File: src/hw/rtl/lzwc_pkg.sv
`timescale 1ns / 1ps

package lzwc_pkg;

  // Width of the emitted code field and of one input byte.
  localparam int CW_W = 12;
  localparam int BYTE_W = 8;

  // Default dictionary size and the first code after the 256 root codes.
  localparam int NUM_CODES_DEF = 4096;
  localparam int FIRST_FREE = 257;

  // One input byte can cause at most three results; the output queue holds four.
  localparam int MAX_RES = 3;
  localparam int OUT_DEPTH = 4;
  localparam int OUT_CNT_W = $clog2(OUT_DEPTH + 1);

  typedef struct packed {
    logic [CW_W-1:0] code;
    logic            last;
    logic            eos;
  } res_t;

endpackage

File: src/hw/rtl/lzwc_out_fifo.sv
`timescale 1ns / 1ps

// Small result queue between the sequencer and the output channel.
module lzwc_out_fifo (
  input  logic                           clk,
  input  logic                           rst,
  input  logic                           push,
  input  lzwc_pkg::res_t                 push_data,
  output logic [lzwc_pkg::OUT_CNT_W-1:0] count,
  output logic                           out_valid,
  input  logic                           out_ready,
  output lzwc_pkg::res_t                 head
);
  import lzwc_pkg::*;

  localparam int PTR_W = $clog2(OUT_DEPTH);

  res_t             slots [OUT_DEPTH];
  logic [PTR_W-1:0] wr_ptr;
  logic [PTR_W-1:0] rd_ptr;
  logic             pop;

  assign out_valid = (count != '0);
  assign pop = out_valid && out_ready;
  assign head = slots[rd_ptr];

  always_ff @(posedge clk) begin
    if (push) begin
      slots[wr_ptr] <= push_data;
    end
  end

  always_ff @(posedge clk) begin
    if (rst) begin
      wr_ptr <= '0;
      rd_ptr <= '0;
      count <= '0;
    end else begin
      if (push) begin
        wr_ptr <= (wr_ptr == PTR_W'(OUT_DEPTH - 1)) ? '0 : wr_ptr + PTR_W'(1);
      end
      if (pop) begin
        rd_ptr <= (rd_ptr == PTR_W'(OUT_DEPTH - 1)) ? '0 : rd_ptr + PTR_W'(1);
      end
      if (push && !pop) begin
        count <= count + OUT_CNT_W'(1);
      end else if (pop && !push) begin
        count <= count - OUT_CNT_W'(1);
      end
    end
  end

endmodule

File: config.mk
export PLATFORM = sky130hd
export DESIGN_NAME = lzwc_out_fifo
export DESIGN_NICKNAME = d
export VERILOG_FILES = /design/src/hw/rtl/lzwc_pkg.sv /design/src/hw/rtl/lzwc_out_fifo.sv
export SDC_FILE = /design/constraint.sdc
export NUM_CORES = 1
export LEC_CHECK = 0
export BUFFER_PORTS_ARGS = -buffer_cell sky130_fd_sc_hd__buf_2
export CAP_MARGIN = 20
export CORE_MARGIN = 2
export CORE_UTILIZATION = 40
export DETAILED_ROUTE_END_ITERATION = 7
export MAX_ROUTING_LAYER = met4
export PLACE_DENSITY = 0.71
export SETUP_SLACK_MARGIN = 0.02
export SLEW_MARGIN = 20
export SYNTH_ARGS = -nofsm -noshare
export SYNTH_HDL_FRONTEND = slang
export SYNTH_SLANG_ARGS = --single-unit
File: constraint.sdc
create_clock -name clk -period 2.9 [get_ports clk]
set_input_delay 0.29 -clock clk [delete_from_list [all_inputs] [get_ports clk]]
set_output_delay 0.29 -clock clk [all_outputs]
set_load 0.005 [all_outputs]
# == Yosys cells after proc, flatten, opt, wreduce, memory -nomap -nowiden ==
# Memory sizes are Yosys's and may differ from the RTL's. A register that Yosys moved wholly into a read port is not among the register bits.
# Index checks and enable logic that the tools add are counted.
# word_totals
ramBits,56
mem_count,1
output_inout_bits,18
latchBits,0
elab_cells,25
mem_bits_ro,0
register_bits,7
inputBits,18
# op_classes
n_reduce_logical,7
n_lt_le_gt_ge,0
div_mod_pow,0
shift,0
bitwise,0
multipliers,0
muxes,8
eq_ne,2
n_addsub,4
# mem_list
name,words,word_bits,read_ports,rd_ports_with_merged_regs,write_ports,line_no,source
slots,4,14,1,1,1,lzwc_out_fifo.sv:18,res_t slots [OUT_DEPTH];
# op_table
operator,n
$mux 2,4
$mux 3,2
$add 2x1->2 const B,2
$eq 2x2->1 const B,2
$add 3x1->3 const B,1
$logic_and 1x1->1,3
$reduce_bool 3->1,1
$sub 3x1->3 const B,1
$logic_not 1->1,2
$mux 1,2
$reduce_bool 2->1,1

# == Longest topological paths before layout ==
# logic_depth
ltp_word,5
depth_mapped,7
depth_no_buf,7

# == Least setup slack after synthesis ==
# OpenSTA, ideal clock, no wires.
# synth_timing
path_kind,register -> register
from,reg count[0] (netlist name)
to,reg count[2] (netlist name)
t_required_ps,2830
path_stages_with_launch,8
t_arrival_ps,1848
slack_ps,982
period_less_slack_ps,1918
path_buffers,0
setup_ps,70
path_cell_list,dfxtp_1 > o31ai_4 > ha_1 > inv_1 > fa_1 > xor2_1 > or3_1 > a21oi_1
# synth_via
elab_chain_cells,5
word_cells_on_any_way,10
classes_between,2 x add/sub; 2 x mux; 6 x reduce/logical
# synth_rtl
item,line_no,source
start: declaration,lzwc_out_fifo.sv:9,"output logic [lzwc_pkg::OUT_CNT_W-1:0] count,"
start signal: assignment,lzwc_out_fifo.sv:46,count <= count + OUT_CNT_W'(1);
start signal: assignment,lzwc_out_fifo.sv:48,count <= count - OUT_CNT_W'(1);
"parallel branches: the longest is 5 deep, another holds $sub 3x1->3",-,
# Several ways; the timed one is not identified. The select of a mux whose other input is x is not followed.
# A chain may end at the register's enable or synchronous reset.

==> flow_metrics.py <==
metrics = {
    "global_route": {
        "grt_pass1_wl_um": 6280,
        "grt_pass1_vias": 1263,
        "grt_usage_pct": 12.8,
        "grt_overflow": 0,
        "antenna_found_initial": 0,
        "grt_max_degree": 15,
    },
    "power_and_ir_drop": {
        "power.density_nw_per_um2": 770,
        "p_int_mw": 1.70,
        "peakVddDrop_mv": 0.549,
        "seqPwrFrac_pct": 51.3,
        "p_leak_nw": 1.05,
        "p_sw_share_pct": 24.5,
        "switchingPower_uw": 552,
        "p_clk_share_pct": 31.1,
        "power_mw": 2.25,
        "p_comb_share_pct": 17.6,
    },
    "placement": {
        "port_buffers": 35,
        "dp_hpwl_um": 2680,
        "gpl.final_weighted_congestion": 0.735,
        "dp_cells": 225,
        "pre_cts_ws_ns": 0.814,
    },
    "floorplanning": {
        "start_util_pct": 41.8,
        "die_y_um": 83.1,
        "ios": 36,
        "die-area_um2": 6900,
        "core_area_um2": 5990,
        "die_x_um": 83.1,
        "rows": 28,
    },
    "timing": {
        "slew_viol_final": 0,
        "skew_ns": 0.00637,
        "tightest_slew_ns": 0.761,
        "fin_crit_sh_pct": 75.5,
        "hold_viol": 0,
        "fin_hold_ws_ns": 0.175,
        "fin_tns_setup_ns": 0,
        "fmaxAchievable_mhz": 456,
        "worst_slack_ns": 0.709,
        "setup_viol": 0,
        "rsz0062_at_grt": "no",
        "slew_headroom_pct": 49.3,
        "min_period_ns": 2.19,
    },
    "cts": {
        "root_buffer": "clkbuf_8",
        "post_cts_buffers": 0,
        "cts_resized": 0,
        "cts_made_buffers": 9,
        "cts_buffer_depth": 2,
        "cts_hold_buffers": 0,
        "htreeDepth": 3,
        "clk_pin_slew_ns": 0.07,
        "clock-sinks": 65,
        "clk_latency_ns": 0.33,
        "tritoncts": "done",
    },
    "worst_setup_path": {
        "critical-path-top-delay-family": "flip-flops",
        "crit_path_cell_trace": "buf_4, mux4_2, buf_2",
        "cp_slowest_cell": "dfxtp_1",
        "cp-start-kind": "flip-flop",
        "crit_type": "flip-flop to primary output",
        "crit_arrival_ns": 1.90,
        "cp-end-kind": "primary output",
        "crit_required_ns": 2.61,
        "crit_buf_inv": 2,
        "path_max_fanout": 8,
        "critical-path-max-stage-delay_ns": 0.61,
    },
    "drt": {
        "routed_via_density": 4.91,
        "vias": 1184,
        "ant_nets": 0,
        "drt_iter0_drc": 76,
        "route.detailed.drc": 0,
        "dr.pass1.iters": 4,
        "routedWlPerCell_um": 16.5,
        "routed_wl_um": 3990,
    },
    "finish": {
        "insertedDiodeCount": 0,
        "drive_gt1_share_pct": 36.1,
        "fin_cells": 241,
        "multi_input_area_um2": 588,
        "seq_area_um2": 1860,
        "area_delta_synth_final_pct": 17.0,
        "final_nets": 186,
        "fillerInstances": 495,
        "final_common_cell": "edfxtp_1",
        "layout_common_cells": "56 x edfxtp_1, 35 x buf_2, 10 x mux4_2",
    },
    "synthesis": {
        "netlist_instances": 117,
        "netlist.area_leader.share_pct": 67.2,
        "synth_seq_area_share_pct": 74.4,
        "synthTopCellsByArea": "edfxtp_1 67%, mux4_2 9.0%, dfxtp_1 7.2%",
        "netlist_area_um2": 2500,
        "synth_nets": 142,
        "ys_warn_count": 0,
        "synth_top_cell_by_area": "edfxtp_1",
        "synth.avg_cell_area_um2": 21.4,
        "ys_types": 20,
        "ys_ff_latch": 65,
    },
    "flow_run": {
        "cap_violations": 0,
    },
    "status": {
        "status": "complete, no violations",
    },
    "worst_hold_path": {
        "hold_path.class": "input port to flip-flop",
    },
}
cells by family after synthesis:
kind of cell | after synthesis | synth area share (%)
AOI/OAI and AO/OA | 5 | 1.65
xor gates and xnor gates | 2 | 0.700
adders and majority gates | 7 | 3.80
buffers and inverters | 7 | 2.05
DFF | 65 | 74.4
muxes | 17 | 14.4
and+or+nand+nor | 14 | 2.95
cells in the mapped netlist (all sizes together):
| cell | instances |
|---|---|
| dfxtp | 9 |
| or3 | 3 |
| edfxtp | 56 |
| nand2 | 1 |
| and2 | 4 |
| o31ai | 1 |
| a21oi | 3 |
| buf | 3 |
| inv | 4 |
| mux4 | 14 |
| xor2 | 2 |
| nor2 | 5 |
| ha | 6 |
| nor3b | 1 |
| o21ai | 1 |
| mux2i | 3 |
| fa | 1 |
stage by stage:
stage / util, % / cell area [um^2]
finish: 48.9 / 2930
global route: 48.9 / 2930
CTS: 48.9 / 2930
detailed placement: 45.8 / 2740
global placement: 45.8 / 2740
floorplan: - / 2500
registers in the layout (all words and copies together), names as in the netlist, named ones only:
signal  flops
rd_ptr      2
wr_ptr      2
count       3
slots      56
path summary, 6_finish.rpt:
check | start | to | slack (ns) | cells past startpoint
worst min-delay path | push_data[0] | slots[2][0] | 0.17 | 1
worst min register to register | rd_ptr[0] | rd_ptr[0] | 0.50 | 2
worst max register to register | count[0] | count[2] | 0.82 | 7
worst max-delay path | flip-flop | head[6] | 0.71 | 3
cell type report:
cell class,instances,share of cell area [%]
clock inverters,7,2.09
well taps,75,3.21
clock buffers,9,4.23
inverters,4,0.513
multi-input cells,45,20.1
repair buffers,36,6.24
flip-flops and latches,65,63.6
worst register-to-register path, stage by stage, from the launching register on:
cell,delay (ns)
dfxtp_1,0.39
o31ai_4,0.32
ha_1,0.26
inv_1,0.07
fa_1,0.37
xor2_1,0.17
or3_1,0.31
a21oi_1,0.14
power by group through the flow:
stage	registers, mW	clock network, mW	logic (mW)
detailed placement	1.18	0	0.406
global route	1.17	0.768	0.441
CTS	1.16	0.722	0.408
global placement	1.17	0	0.389
finish	1.16	0.700	0.396
floorplan	1.14	0	0.308
layer usage:
layer	vias up	wire [um]	global-route usage, %
met2	34	2040	20.7
met4	0	77	6.26
met1	585	1680	13.6
li1	556	-	-
met3	9	189	5.07
met5	-	0	-
Power figures use the tool's default switching activity.
